<file path="config.mk">
export PLATFORM = sky130hd
export DESIGN_NAME = tcd_front
export DESIGN_NICKNAME = d
export VERILOG_FILES = /design/src/rtl/tcd_pkg.sv /design/src/rtl/tcd_front.sv
export SDC_FILE = /design/constraint.sdc
export NUM_CORES = 1
export LEC_CHECK = 0
export BUFFER_PORTS_ARGS = -buffer_cell sky130_fd_sc_hd__clkbuf_2
export CAP_MARGIN = 20
export CORE_AREA = 4 4 138 100
export CTS_CLUSTER_DIAMETER = 60
export DETAILED_ROUTE_END_ITERATION = 10
export DIE_AREA = 0 0 142 104
export MAX_ROUTING_LAYER = met4
export PLACE_DENSITY_LB_ADDON = 0.08
export REMOVE_ABC_BUFFERS = 1
export SLEW_MARGIN = 25
export SYNTH_ARGS = -nofsm -noshare
export SYNTH_HDL_FRONTEND = slang
export SYNTH_SLANG_ARGS = --single-unit
</file>
<file path="constraint.sdc">
create_clock -name clk -period 6.72 [get_ports clk]
set_input_delay 1.344 -clock clk [delete_from_list [all_inputs] [get_ports clk]]
set_output_delay 1.344 -clock clk [all_outputs]
set_load 0.005 [all_outputs]
</file>
<file path="src/rtl/tcd_pkg.sv">
// Shared types, codes and sizes of the template coverage depth counter.
// Used by every module of the block but tcd_ram; depends on nothing else.
package tcd_pkg;

  // Default sizes of the depth store and the template store.
  localparam int REGION_LEN_DEF    = 4096;
  localparam int NUM_TEMPLATES_DEF = 1024;

  // Depth of the queue between the classifier and the executor.
  localparam int Q_DEPTH = 2;

  // Operation codes.
  localparam logic [1:0] OP_ADD   = 2'd0;
  localparam logic [1:0] OP_READ  = 2'd1;
  localparam logic [1:0] OP_CLEAR = 2'd2;
  localparam logic [1:0] OP_NOP   = 2'd3;

  // Status codes.
  localparam logic [1:0] ST_OK      = 2'd0;
  localparam logic [1:0] ST_OUTSIDE = 2'd1;
  localparam logic [1:0] ST_NONE    = 2'd2;

  // Configuration register indexes and reset values.
  localparam int CFG_IDX_W = 1;
  localparam logic [CFG_IDX_W-1:0] REG_REGION_START = 1'd0;
  localparam logic [CFG_IDX_W-1:0] REG_REGION_END   = 1'd1;
  localparam logic [15:0] REGION_START_RST = 16'd1;
  localparam logic [15:0] REGION_END_RST   = 16'd4096;

  // One command as it arrives.
  typedef struct packed {
    logic [1:0]  operation;
    logic [9:0]  template_id;
    logic [15:0] read_position;
    logic [15:0] read_length;
    logic [11:0] depth_offset;
  } cmd_t;

  // One result as it leaves.
  typedef struct packed {
    logic [15:0] max_depth;
    logic [15:0] depth_value;
    logic [1:0]  status;
  } result_t;

  // A classified command held in the queue.
  typedef struct packed {
    logic [1:0]  operation;
    logic [1:0]  pre_status;   // nonzero: finish at once with this status
    logic [9:0]  template_id;
    logic [15:0] clip_lo;      // reading clipped to the region
    logic [15:0] clip_hi;
    logic [15:0] region_lo;
    logic [11:0] depth_offset;
  } entry_t;

endpackage

</file>
<file path="src/rtl/tcd_front.sv">
// Front end: configuration registers and classification of each command.
// Clips readings to the region and screens out ranges; depends on tcd_pkg.
module tcd_front #(
  parameter int REGION_LEN    = tcd_pkg::REGION_LEN_DEF,
  parameter int NUM_TEMPLATES = tcd_pkg::NUM_TEMPLATES_DEF
) (
  input  logic                           clk,
  input  logic                           rst,
  input  logic                           cfg_we,
  input  logic [tcd_pkg::CFG_IDX_W-1:0]  cfg_index,
  input  logic [15:0]                    cfg_data,
  input  tcd_pkg::cmd_t                  cmd,
  output tcd_pkg::entry_t                entry
);
  import tcd_pkg::*;

  logic [15:0] region_start;
  logic [15:0] region_end;

  logic [16:0] lo17;
  logic [16:0] cap;
  logic [16:0] end17;
  logic [16:0] hi;
  logic [16:0] pos17;
  logic [16:0] rhi1;
  logic [16:0] rhi;
  logic [16:0] clo;
  logic [16:0] chi;
  logic        outside;
  logic        tmpl_ok;
  logic        offset_ok;

  // Configuration register writes.
  always_ff @(posedge clk) begin
    if (rst) begin
      region_start <= REGION_START_RST;
      region_end   <= REGION_END_RST;
    end else if (cfg_we) begin
      unique case (cfg_index)
        REG_REGION_START: region_start <= cfg_data;
        REG_REGION_END:   region_end   <= cfg_data;
        default: ;
      endcase
    end
  end

  // Effective region and the reading's span; rhi1 is one past its end.
  always_comb begin
    lo17      = {1'b0, region_start};
    cap       = lo17 + 17'(REGION_LEN) - 17'd1;
    end17     = {1'b0, region_end};
    hi        = (end17 < cap) ? end17 : cap;
    pos17     = {1'b0, cmd.read_position};
    rhi1      = pos17 + {1'b0, cmd.read_length};
    rhi       = rhi1 - 17'd1;
    outside   = (hi < lo17) || (pos17 > hi) || (rhi1 <= lo17);
    clo       = (pos17 < lo17) ? lo17 : pos17;
    chi       = (rhi < hi) ? rhi : hi;
    tmpl_ok   = (17'(cmd.template_id) < 17'(NUM_TEMPLATES));
    offset_ok = (17'(cmd.depth_offset) < 17'(REGION_LEN));
  end

  // Classified entry for the queue.
  always_comb begin
    entry.operation    = cmd.operation;
    entry.template_id  = cmd.template_id;
    entry.clip_lo      = clo[15:0];
    entry.clip_hi      = chi[15:0];
    entry.region_lo    = region_start;
    entry.depth_offset = cmd.depth_offset;
    unique case (cmd.operation)
      OP_ADD: begin
        if (outside) begin
          entry.pre_status = ST_OUTSIDE;
        end else if (!tmpl_ok) begin
          entry.pre_status = ST_NONE;
        end else begin
          entry.pre_status = ST_OK;
        end
      end
      OP_READ:  entry.pre_status = offset_ok ? ST_OK : ST_OUTSIDE;
      default:  entry.pre_status = ST_OK;
    endcase
  end

endmodule

</file>
==> results list <==
* Die Span Y: 104 µm
- The number of cells on the worst reg-to-reg path is 3.
* Type of the setup path with the least slack: input port to primary output
- Top fanout value on the critical path: 8
- Post-detailed-route wirelength per cell: 18.0 µm
- The clock passes through at most 2 buffers.
- Flip-flop cell with the highest count after synthesis: sky130_fd_sc_hd__dfxtp_1
- Of the cells placed in the final design, the portion with a size suffix greater than 1 is 0.353.
- The via count of the first global-routing pass was 5511.
- Clock Root Buffer: sky130_fd_sc_hd__clkbuf_16
- The first detailed-routing pass took 4 iterations.
* Upper clock frequency limit: 140 MHz
- Routability-driven placement finished with a final weighted congestion of 0.938.
- Total grt overflow: 0
- Entering global routing, the biggest net connects 33 pins.
- Post-layout min period: 7130 ps
- The clock arrives with 0 ps of skew.
- The share of synthesized area in the top cell type comes to 0.241.
* Seq/Total Area, Yosys: 0.116
- A synthesized cell averages 7.84 µm².
- Effective utilization at floorplan: 0.445
* Number of buffers created by CTS: 5
- In this run the cell area measured after placement is 6730 µm².
* Clock sink count: 32
- Count of boundary I/O pins: 150
- Clk slew on worst S/H paths: 50 ps
* HPWL reported at the end of detailed placement: 15.9 mm
- Using the TritonRoute via totals, the vias-per-cell ratio works out to 5.49.
- Number of nets with antenna violations after routing: 0
- The core region is 12400 µm².
* Chip width: 142 µm
- Count of vias placed by the detailed router: 5742
- Pre-CTS setup slack: -849 ps
* Initial antenna violation count: 0
* Worst hold path type: flop to flop
- Yosys warns: 0
* Number of storage elements in the synthesis netlist: 32
* Total power: 1410 µW
- Maxcap violations: 0
* Share of the clock period used by the worst path: 1.06
- STA classifies the critical path endpoint as a primary output.
- Setup repair after global routing missed its margin: true
* Post-route cell area: 7310 µm²
- The mapped netlist covers 5510 µm².
- Min Hold Slack: 473 ps
- Power per cell area: 193 nW/µm²
- The startpoint identified for the worst register-to-register timing path is region_start[2]$_SDFFE_PP0P_.
* Setup slack on the worst flop-to-flop path: 5870 ps
- Number of cells on the worst hold path: 2
- Most area-consuming cells after synthesis: sky130_fd_sc_hd__ha_1 (24%), sky130_fd_sc_hd__dfxtp_1 (12%), sky130_fd_sc_hd__nand2_1 (6.1%)
* Total die area: 14800 µm²
- Launching element type of the critical path: input port
* Fin. Hold Viols: 0
- The H-tree generated during clock tree synthesis spans 2 levels.
- Share of flip-flops with an asynchronous set or reset: 0
- Final-report max-slew violation count: 0
- Cell leakage power: 0.00354 µW
- Across the VDD grid, the largest voltage drop is 0.110 mV.
- Number of port buffers: 104
* Post-detailed-route DRC marker count: 0
- STA puts the critical path data arrival time at 5780 ps.
* DRT Wirelength: 18.8 mm
* Instance count of the mapped netlist: 702
- Fill cell total of the finished layout: 1139
* Number of antenna diodes: 0
* Hold Path Sink: region_end[6]$_SDFFE_PP0P_
- In this run the core area contains 34 standard-cell rows.
* Final Setup Violations: 16
* Area growth syn-to-layout: 32.8%
* Worst hold path startpoint: region_end[6]$_SDFFE_PP0P_
- For this run, the total global-route usage over all layers was measured as 0.258.
- The first global-routing pass estimated 30.1 mm of wire.
* Cell taking the most area after synthesis: sky130_fd_sc_hd__ha_1
- Counting flops with a built-in enable in the synthesized netlist gives 0.
* Number of distinct library cells after synthesis: 75
* Clock tree from TritonCTS: built
- The worst pin sits at a relative slew slack of 0.459.
- The most common cell in the synthesized netlist is sky130_fd_sc_hd__ha_1.
- In the final timing run, aggregate negative setup slack is -6040 ps.
* Req. time, crit path: 5380 ps
* Detailed Route Iter0 Violations: 338
* Failing checks: setup timing
- At the pin with the least slew margin, the transition time is 812 ps.
* Post-layout nets: 1065
- The endpoint identified for the worst register-to-register timing path is region_start[2]$_SDFFE_PP0P_.
- The later pin in the worst-skew pair is clocked with a latency of 270 ps.
- Counting instances in the post-synthesis netlist gives the leading cell types as sky130_fd_sc_hd__ha_1 (106), sky130_fd_sc_hd__nand2_1 (90), sky130_fd_sc_hd__a21oi_1 (65), sky130_fd_sc_hd__inv_1 (57), sky130_fd_sc_hd__nor2_1 (39).
- The run finished, with violations left.
- Setup slack on the critical path of the routed design comes to -408 ps.
-- routing by layer --
layer,vias up,part of all wire,track usage
met2,165,0.41,0.354
li1,2857,-,-
met3,4,0.059,0.0487
met4,0,0.0030,0.0151
met1,2716,0.53,0.402
met5,-,0,-
-- state kept, by name (all words and copies together), names as in the netlist --
register,cells
region_start,16
region_end,16
-- area by class of cell --
cell class / instances / area (µm²) / share of cell area
Clock buffer: 6 / 129 / 0.0176
Sequential cell: 32 / 642 / 0.0878
Tap cell: 162 / 203 / 0.0277
Inverter: 57 / 214 / 0.0293
Multi-Input combinational cell: 570 / 4670 / 0.639
Clock inverter: 2 / 35.0 / 0.00479
Timing Repair Buffer: 216 / 1420 / 0.194
-- logic make-up (layout without fill, tap and decap cells) --
group / Yosys count / in the layout / share of synthesized area
other: 2 / 2 / 0.00136
flip-flops: 32 / 32 / 0.116
AND/OR/NAND/NOR: 220 / 220 / 0.197
AO/OA/AOI/OAI: 152 / 152 / 0.183
multiplexers: 47 / 47 / 0.0975
buffers and inverters: 100 / 281 / 0.0888
XOR/XNOR: 40 / 40 / 0.0677
adder cells (fa/ha/maj): 109 / 109 / 0.248
-- per-stage QoR --
stage          utilization  std cells
3_5_place_dp         0.544       1025
3_3_place_gp         0.544       1025
6_report             0.591       1045
4_1_cts              0.575       1041
5_1_grt              0.591       1045
2_1_floorplan            -        659
-- layout by cell type, fill, tap and decap left out, drive strengths merged, types with 3 or more instances in the layout --
cell type and count:
a211oi 7, a21o 15, a21oi 66, a221oi 3, a31oi 3, and3 5, buf 117, clkbuf 105
dfxtp 32, ha 106, inv 57, mux2 29, mux2i 18, nand2 91, nand2b 6, nand3 11
nand4 15, nor2 40, nor2b 7, nor3 18, nor4 9, o2111ai 3, o211ai 8, o21ai 26
o22ai 3, o311ai 3, o31ai 3, or4 3, xnor2 26, xor2 14
-- worst max path at each step --
stage                     slack (ps)  startpoint   endpoint  cells past startpoint
after floorplan                 -310     cmd[12]  entry[28]                     17
after global placement          -610     cmd[12]  entry[32]                     20
after CTS                       -330     cmd[28]  entry[33]                     20
after detailed placement        -850     cmd[28]  entry[33]                     20
final                           -410     cmd[28]  entry[32]                     20
after global routing            -610     cmd[28]  entry[32]                     21
-- repair_timing --
| action | 4_1_cts | 5_1_grt |
|---|---|---|
| hold buffers | 0 | 0 |
| pin swaps | 22 | 11 |
| gates resized for setup | 32 | 36 |
| cloned | 0 | 0 |
| endpoints found under the setup margin | 17 | 17 |
| hold endpoints to repair | 0 | 0 |
| setup buffers | 8 | 5 |
-- power by group --
part / leakage (µW) / total [µW] / switching [µW] / internal (µW)
Sequential: 0.000262 / 209 / 10.1 / 199
Combinational: 0.00319 / 946 / 476 / 470
Clock: 0.0000808 / 258 / 83.7 / 174
Total: 0.00354 / 1410 / 570 / 844
-- critical path, cell delays in order --
cell and delay (ps):
sky130_fd_sc_hd__buf_8 100, sky130_fd_sc_hd__ha_4 150, sky130_fd_sc_hd__fa_2 380, sky130_fd_sc_hd__a211oi_4 280
sky130_fd_sc_hd__o211ai_1 250, sky130_fd_sc_hd__buf_4 220, sky130_fd_sc_hd__a221oi_4 310, sky130_fd_sc_hd__xnor2_2 130
sky130_fd_sc_hd__buf_4 160, sky130_fd_sc_hd__or4_4 520, sky130_fd_sc_hd__xnor2_2 160, sky130_fd_sc_hd__ha_1 210
sky130_fd_sc_hd__a21o_1 180, sky130_fd_sc_hd__a21oi_2 120, sky130_fd_sc_hd__nor2b_1 60, sky130_fd_sc_hd__a2111o_1 370
sky130_fd_sc_hd__a21oi_4 220, sky130_fd_sc_hd__buf_12 170, sky130_fd_sc_hd__mux2_4 310, sky130_fd_sc_hd__buf_6 120
No activity file was read; power rests on OpenSTA's default activity.
