File: src/rtl/tcd_pkg.sv
// Shared types, codes and sizes of the template coverage depth counter.
// Used by every module of the block but tcd_ram; depends on nothing else.
package tcd_pkg;

  // Default sizes of the depth store and the template store.
  localparam int REGION_LEN_DEF    = 4096;
  localparam int NUM_TEMPLATES_DEF = 1024;

  // Depth of the queue between the classifier and the executor.
  localparam int Q_DEPTH = 2;

  // Operation codes.
  localparam logic [1:0] OP_ADD   = 2'd0;
  localparam logic [1:0] OP_READ  = 2'd1;
  localparam logic [1:0] OP_CLEAR = 2'd2;
  localparam logic [1:0] OP_NOP   = 2'd3;

  // Status codes.
  localparam logic [1:0] ST_OK      = 2'd0;
  localparam logic [1:0] ST_OUTSIDE = 2'd1;
  localparam logic [1:0] ST_NONE    = 2'd2;

  // Configuration register indexes and reset values.
  localparam int CFG_IDX_W = 1;
  localparam logic [CFG_IDX_W-1:0] REG_REGION_START = 1'd0;
  localparam logic [CFG_IDX_W-1:0] REG_REGION_END   = 1'd1;
  localparam logic [15:0] REGION_START_RST = 16'd1;
  localparam logic [15:0] REGION_END_RST   = 16'd4096;

  // One command as it arrives.
  typedef struct packed {
    logic [1:0]  operation;
    logic [9:0]  template_id;
    logic [15:0] read_position;
    logic [15:0] read_length;
    logic [11:0] depth_offset;
  } cmd_t;

  // One result as it leaves.
  typedef struct packed {
    logic [15:0] max_depth;
    logic [15:0] depth_value;
    logic [1:0]  status;
  } result_t;

  // A classified command held in the queue.
  typedef struct packed {
    logic [1:0]  operation;
    logic [1:0]  pre_status;   // nonzero: finish at once with this status
    logic [9:0]  template_id;
    logic [15:0] clip_lo;      // reading clipped to the region
    logic [15:0] clip_hi;
    logic [15:0] region_lo;
    logic [11:0] depth_offset;
  } entry_t;

endpackage

File: src/rtl/tcd_queue.sv
// Short queue of classified commands between the classifier and the executor.
// Depends on tcd_pkg for the entry type and the queue depth.
module tcd_queue (
  input  logic            clk,
  input  logic            rst,
  input  logic            push,
  input  tcd_pkg::entry_t push_entry,
  input  logic            pop,
  output tcd_pkg::entry_t head,
  output logic            not_empty,
  output logic            full
);
  import tcd_pkg::*;

  localparam int PW = (Q_DEPTH > 1) ? $clog2(Q_DEPTH) : 1;
  localparam int CW = $clog2(Q_DEPTH + 1);

  entry_t         slots [Q_DEPTH];
  logic [PW-1:0]  wr_ptr;
  logic [PW-1:0]  rd_ptr;
  logic [CW-1:0]  count;

  assign head      = slots[rd_ptr];
  assign not_empty = (count != '0);
  assign full      = (count == CW'(Q_DEPTH));

  // Pointer that wraps at the queue depth.
  function automatic logic [PW-1:0] bump(input logic [PW-1:0] p);
    if (p == PW'(Q_DEPTH - 1)) begin
      return '0;
    end
    return p + PW'(1);
  endfunction

  // Payload storage.
  always_ff @(posedge clk) begin
    if (push) begin
      slots[wr_ptr] <= push_entry;
    end
  end

  // Pointers and fill count.
  always_ff @(posedge clk) begin
    if (rst) begin
      wr_ptr <= '0;
      rd_ptr <= '0;
      count  <= '0;
    end else begin
      if (push) begin
        wr_ptr <= bump(wr_ptr);
      end
      if (pop) begin
        rd_ptr <= bump(rd_ptr);
      end
      if (push && !pop) begin
        count <= count + CW'(1);
      end else if (pop && !push) begin
        count <= count - CW'(1);
      end
    end
  end

endmodule

File: config.mk
export PLATFORM = sky130hd
export DESIGN_NAME = tcd_queue
export DESIGN_NICKNAME = d
export VERILOG_FILES = /design/src/rtl/tcd_pkg.sv /design/src/rtl/tcd_queue.sv
export SDC_FILE = /design/constraint.sdc
export NUM_CORES = 1
export LEC_CHECK = 0
export BUFFER_PORTS_ARGS = -buffer_cell sky130_fd_sc_hd__buf_2
export CAP_MARGIN = 10
export CORE_UTILIZATION = 56
export DETAILED_ROUTE_END_ITERATION = 8
export PLACE_DENSITY = 0.85
export SKIP_CTS_REPAIR_TIMING = 1
export SLEW_MARGIN = 20
export SYNTH_ARGS = -nofsm -noshare
export SYNTH_HDL_FRONTEND = slang
export SYNTH_SLANG_ARGS = --single-unit
File: constraint.sdc
create_clock -name clk -period 14.1 [get_ports clk]
set_input_delay 2.82 -clock clk [delete_from_list [all_inputs] [get_ports clk]]
set_output_delay 2.82 -clock clk [all_outputs]
set_load 0.02 [all_outputs]
==> results of run 1 <==
==> critical path, cell delays in order, from the launching register on <==
cell and delay, ns:
dfxtp_4 0.99, mux2_2 0.43, buf_2 0.16
==> worst min-delay path by stage <==
| stage | start | cells past startpoint | end | slack, ns |
|---|---|---|---|---|
| 6_report | count[1] | 2 | count[1] | 0.54 |
| 3_3_place_gp | count[1] | 2 | count[1] | 0.47 |
| 3_5_place_dp | count[1] | 2 | count[1] | 0.52 |
| 2_1_floorplan | count[1] | 2 | count[1] | 0.46 |
| 5_1_grt | count[1] | 2 | count[1] | 0.59 |
| 4_1_cts | count[1] | 2 | count[1] | 0.53 |
==> report_power, final <==
part           switching [mW]  internal (mW)
logic                  0.0672         0.0501
registers              0.0150          0.531
clock network           0.166          0.268
==> state kept, by name, summed over array words and instances, names as in the netlist, named ones only <==
register  flops
rd_ptr        1
slots       148
count         2
wr_ptr        1
==> cells in the final DEF, fill, tap and decap left out <==
cell and n:
clkinv_1 1, dfxtp_4 1, or2_2 1, nor2b_4 1
buf_2 153, edfxtp_1 148, dfxtp_1 4, clkbuf_1 2
or3_1 1, clkinvlp_4 4, clkinv_4 1, o21ai_0 1
inv_1 1, xor2_1 2, buf_4 1, ha_1 1
mux2_2 74, nor2_1 4, xnor2_1 2, a21oi_1 1
bufinv_16 3, clkbuf_16 16, clkinv_2 2, and2b_2 1
clkbuf_8 1, inv_6 1, and2_4 1
==> area by class of cell <==
type	count	area, µm²
tap	133	166.4
clock inverter	12	151.4
timing repair buffer	154	773.2
inverter	1	3.754
sequential	153	4548
multi-input combinational	90	949.7
clock buffer	19	421.7
fill	620	2670
==> logic make-up after synthesis <==
kind of cell             count (synthesis)
flip-flops                             153
buffers and inverters                    9
multiplexers                            74
adder cells (fa/ha/maj)                  1
AO/OA/AOI/OAI                            2
XOR/XNOR                                 4
AND/OR/NAND/NOR                          9
==> metal layers <==
metal	global-route usage, %	part of all wire [%]
met1	21.08	38
met5	0	0
met3	6.556	6.0
met4	8.696	1.2
met2	32.64	54
==> cells in the mapped netlist, drive strengths merged (2+ instances only) <==
library cell	n	area, µm²
edfxtp	148	4444
dfxtp	5	100.1
xnor2	2	17.52
mux2	74	833.3
xor2	2	17.52
buf	8	80.07
nor2	4	15.01
==> per-stage QoR <==
step	power (mW)	utilization, %
after floorplan	0.6309	-
after global placement	0.6681	66.51
after detailed placement	0.6730	66.51
after CTS	1.104	72.43
after global routing	1.132	72.43
final	1.097	72.43
==> results.json, run 1 <==
{
  "final_cells": 562,
  "synth_edf_count": 148,
  "ys_ff_latch": 153,
  "holdWs_ns": 0.5378,
  "fmax_ghz": 0.2010,
  "clock-sinks": 153,
  "final.setup_skew_ns": 0.004488,
  "start_util_pct": 57.49,
  "place_area_um2": 6441,
  "synthesis.area_um2": 5568,
  "ys_warn_count": 0,
  "setup_slack_ns": 9.126,
  "rsz0062_at_grt": "false",
  "grt_overflow": 0,
  "syn_nets": 331,
  "grt_antenna_before_repair": 0,
  "nNetsFinal": 496,
  "p_leak_nw": 2.646,
  "drc": 0,
  "syn_area_per_cell_um2": 22.09,
  "tightest_slew_ns": 1.012,
  "finalWirelength_um": 9368,
  "end_kind": "output pin",
  "post-route-period-util_pct": 35.28,
  "critPathKind": "flop to output pin",
  "drive_gt1_share_pct": 60.84,
  "cts-root-buf": "clkbuf_8",
  "endpoint": "head[4]",
  "start_kind": "flop",
  "maxCapViolations": 0,
  "min_period_ns": 4.974,
  "grt_pass1_vias": 2830,
  "design.portCount": 154,
  "yosys.area_share.xor_xnor_pct": 0.6292,
  "dp_slack_ns": 9.306,
  "slew_viol_final": 0,
  "synth_cell_types": 18,
  "synth-simple-area-share_pct": 0.8764,
  "crit_required_ns": 11.28,
  "worstRegToRegCells": 2,
  "grt_util_all_layers_pct": 18.90,
  "cts.clk_slew.worst_paths_ns": 0.06,
  "core-area_um2": 9684,
  "dp_hpwl_um": 5717,
  "synth_compound_area_share_pct": 0.1798,
  "ant_nets": 0,
  "r2r_slack_ns": 11.96,
  "fin_tns_setup_ns": 0,
  "cts_tree": "yes",
  "cts_max_level": 4,
  "clock_latency_ns": 0.51,
  "syn2layout_area_growth_pct": 25.98,
  "io_buffers": 153,
  "cts_max_path_buffers": 2,
  "die_x_um": 101.7,
  "finalInstanceArea_um2": 7014,
  "first_iter_violations": 98,
  "vias": 2824,
  "maxSlewHeadroom_pct": 32.52,
  "drt-vias-per-instance": 5.025,
  "cts_buffers": 17,
  "peakVddDrop_v": 0.00009939,
  "synth_fa_ha_area_share_pct": 0.2247,
  "status": "finished, final reports clean",
  "synth_top_family_by_area": "multiplexers",
  "gp_congestion": 0.6667,
  "routedWlPerCell_um": 16.67,
  "async_flop_share_pct": 0,
  "ys_seq_area_share_pct": 81.62,
  "first_pass_iters": 4,
  "synth_ff_type": "edfxtp_1",
  "r2r-start": "wr_ptr",
  "muxShareOfSynthArea_pct": 14.97,
  "rows": 36,
  "hold_viol_final": 0,
  "worstHoldPathType": "flop to flop",
  "die_h_um": 101.7,
  "critPathArrivalTime_ns": 2.15,
  "grt_max_degree": 75,
  "syn-instance-count": 252,
  "dp.cells": 531,
  "crit_path_max_fanout": 74,
  "setup_viol": 0,
  "grt_pass1_wl_um": 13790,
  "r2r-end": "slots[0][40]",
  "power_density_nw_per_um2": 156.4,
  "die_area_um2": 10340,
  "insertedDiodeCount": 0
}
Note: power is estimated with default switching activity, not from simulation.
==> inputs of run 2 (changes only) <==
--- a/config.mk
+++ b/config.mk
@@ -7,9 +7,9 @@
 export LEC_CHECK = 0
 export BUFFER_PORTS_ARGS = -buffer_cell sky130_fd_sc_hd__buf_2
 export CAP_MARGIN = 10
-export CORE_UTILIZATION = 56
+export CORE_UTILIZATION = 52
 export DETAILED_ROUTE_END_ITERATION = 8
-export PLACE_DENSITY = 0.85
+export PLACE_DENSITY = 0.79
 export SKIP_CTS_REPAIR_TIMING = 1
 export SLEW_MARGIN = 20
 export SYNTH_ARGS = -nofsm -noshare
==> constraint.sdc (replaced) <==
create_clock -name clk -period 5.1 [get_ports clk]
set_input_delay 1.02 -clock clk [delete_from_list [all_inputs] [get_ports clk]]
set_output_delay 1.02 -clock clk [all_outputs]
set_load 0.02 [all_outputs]
==> results.json, run 2 (synthesis results as in run 1) <==
{
  "grt_overflow": 0,
  "fmax_ghz": 0.3183,
  "power_switching_mw": 0.6806,
  "start_util_pct": 53.69,
  "routedWlPerCell_um": 15.93,
  "clockPowerShare_pct": 38.4,
  "status": "finished, final reports clean",
  "clock-sinks": 153,
  "slew_viol_final": 0,
  "gp_congestion": 0.6878,
  "maxCapViolations": 0,
  "place_area_um2": 6457,
  "cts_max_level": 4,
  "start_kind": "flop",
  "cts.clk_slew.worst_paths_ns": 0.06,
  "insertedDiodeCount": 0,
  "post-route-period-util_pct": 61.60,
  "core-area_um2": 10370,
  "final_common_cell": "buf_2",
  "peakVddDrop_v": 0.0002151,
  "dp.cells": 534,
  "critPathArrivalTime_ns": 2.12,
  "io_buffers": 153,
  "final.setup_skew_ns": 0.006518,
  "grt_util_all_layers_pct": 17.03,
  "design.portCount": 154,
  "setup_slack_ns": 1.958,
  "min_period_ns": 3.142,
  "pwr-share-seq_pct": 50.7,
  "die_x_um": 105.5,
  "cts_tree": "yes",
  "first_iter_violations": 90,
  "grt_pass1_wl_um": 13830,
  "drc": 0,
  "grt_max_degree": 75,
  "fin_tns_setup_ns": 0,
  "regMostFlops": "slots",
  "tightest_slew_ns": 1.037,
  "critPathKind": "flop to output pin",
  "finalInstanceArea_um2": 7007,
  "power_density_nw_per_um2": 424.3,
  "finalWirelength_um": 9015,
  "grt_antenna_before_repair": 0,
  "setup_viol": 0,
  "syn2layout_area_growth_pct": 25.84,
  "post-route-util_pct": 67.57,
  "grt_pass1_vias": 2910,
  "rows": 37,
  "rsz0062_at_grt": "false",
  "met1_length_um": 3600,
  "dp_hpwl_um": 5635,
  "swShare_pct": 22.89,
  "p_leak_nw": 2.644,
  "ant_nets": 0,
  "top_layer_used": "met4",
  "cts-root-buf": "clkbuf_8",
  "largest_register_ffs": 148,
  "power_mw": 2.973,
  "drive_gt1_share_pct": 60.93,
  "final_cells": 566,
  "crit_required_ns": 4.08,
  "wl_met2_um": 4577,
  "top_regs": "slots (148), count (2)",
  "hold_viol_final": 0,
  "combPwrFrac_pct": 10.9,
  "maxSlewHeadroom_pct": 30.70,
  "worstHoldPathType": "flop to flop",
  "nNetsFinal": 496,
  "holdWs_ns": 0.5288,
  "dp_slack_ns": 2.371,
  "cts_max_path_buffers": 2,
  "end_kind": "output pin",
  "final_cell_mix": "buf_2, edfxtp_1, mux2_2, clkbuf_16, clkinv_2",
  "crit_path_max_fanout": 74,
  "p_int_mw": 2.292,
  "die_h_um": 105.5,
  "wl_met3_um": 693,
  "drt-vias-per-instance": 4.982,
  "cts_buffers": 17,
  "first_pass_iters": 4,
  "vias": 2820,
  "die_area_um2": 11130,
  "clock_latency_ns": 0.51
}
## run 2: worst paths after layout
| path | startpoint | end | slack [ns] | cells past startpoint |
|---|---|---|---|---|
| max | flop | head[20] | 1.96 | 2 |
| min reg2reg | count[1] | count[1] | 0.53 | 2 |
| max reg2reg | wr_ptr | slots[0][38] | 3.24 | 2 |
| min | count[1] | count[1] | 0.53 | 2 |
## run 2: layout make-up
type                       instances  area (µm²)
tap                              136       170.2
multi-input combinational         90       949.7
timing repair buffer             154       785.8
clock buffer                      17       414.1
inverter                           1       3.754
clock inverter                    15       135.1
fill                             736        3363
sequential                       153        4548
## run 2: power groups by stage
| stage | Sequential [mW] | Combinational, mW | Clock [mW] |
|---|---|---|---|
| after CTS | 1.51 | 0.329 | 1.16 |
| after global placement | 1.53 | 0.322 | 0 |
| after detailed placement | 1.54 | 0.327 | 0 |
| final | 1.51 | 0.324 | 1.14 |
| after floorplan | 1.51 | 0.233 | 0 |
| after global routing | 1.52 | 0.347 | 1.21 |
## run 2: worst max-delay path, stage by stage (launching register included)
cell	delay (ns)
dfxtp_4	0.97
mux2_2	0.43
buf_2	0.16
## run 2: per-layer routing
layer	vias up	GRT usage, %
met4	0	8.451
met3	14	6.246
met2	106	28.01
met1	1375	19.71
met5	-	0
li1	1325	-
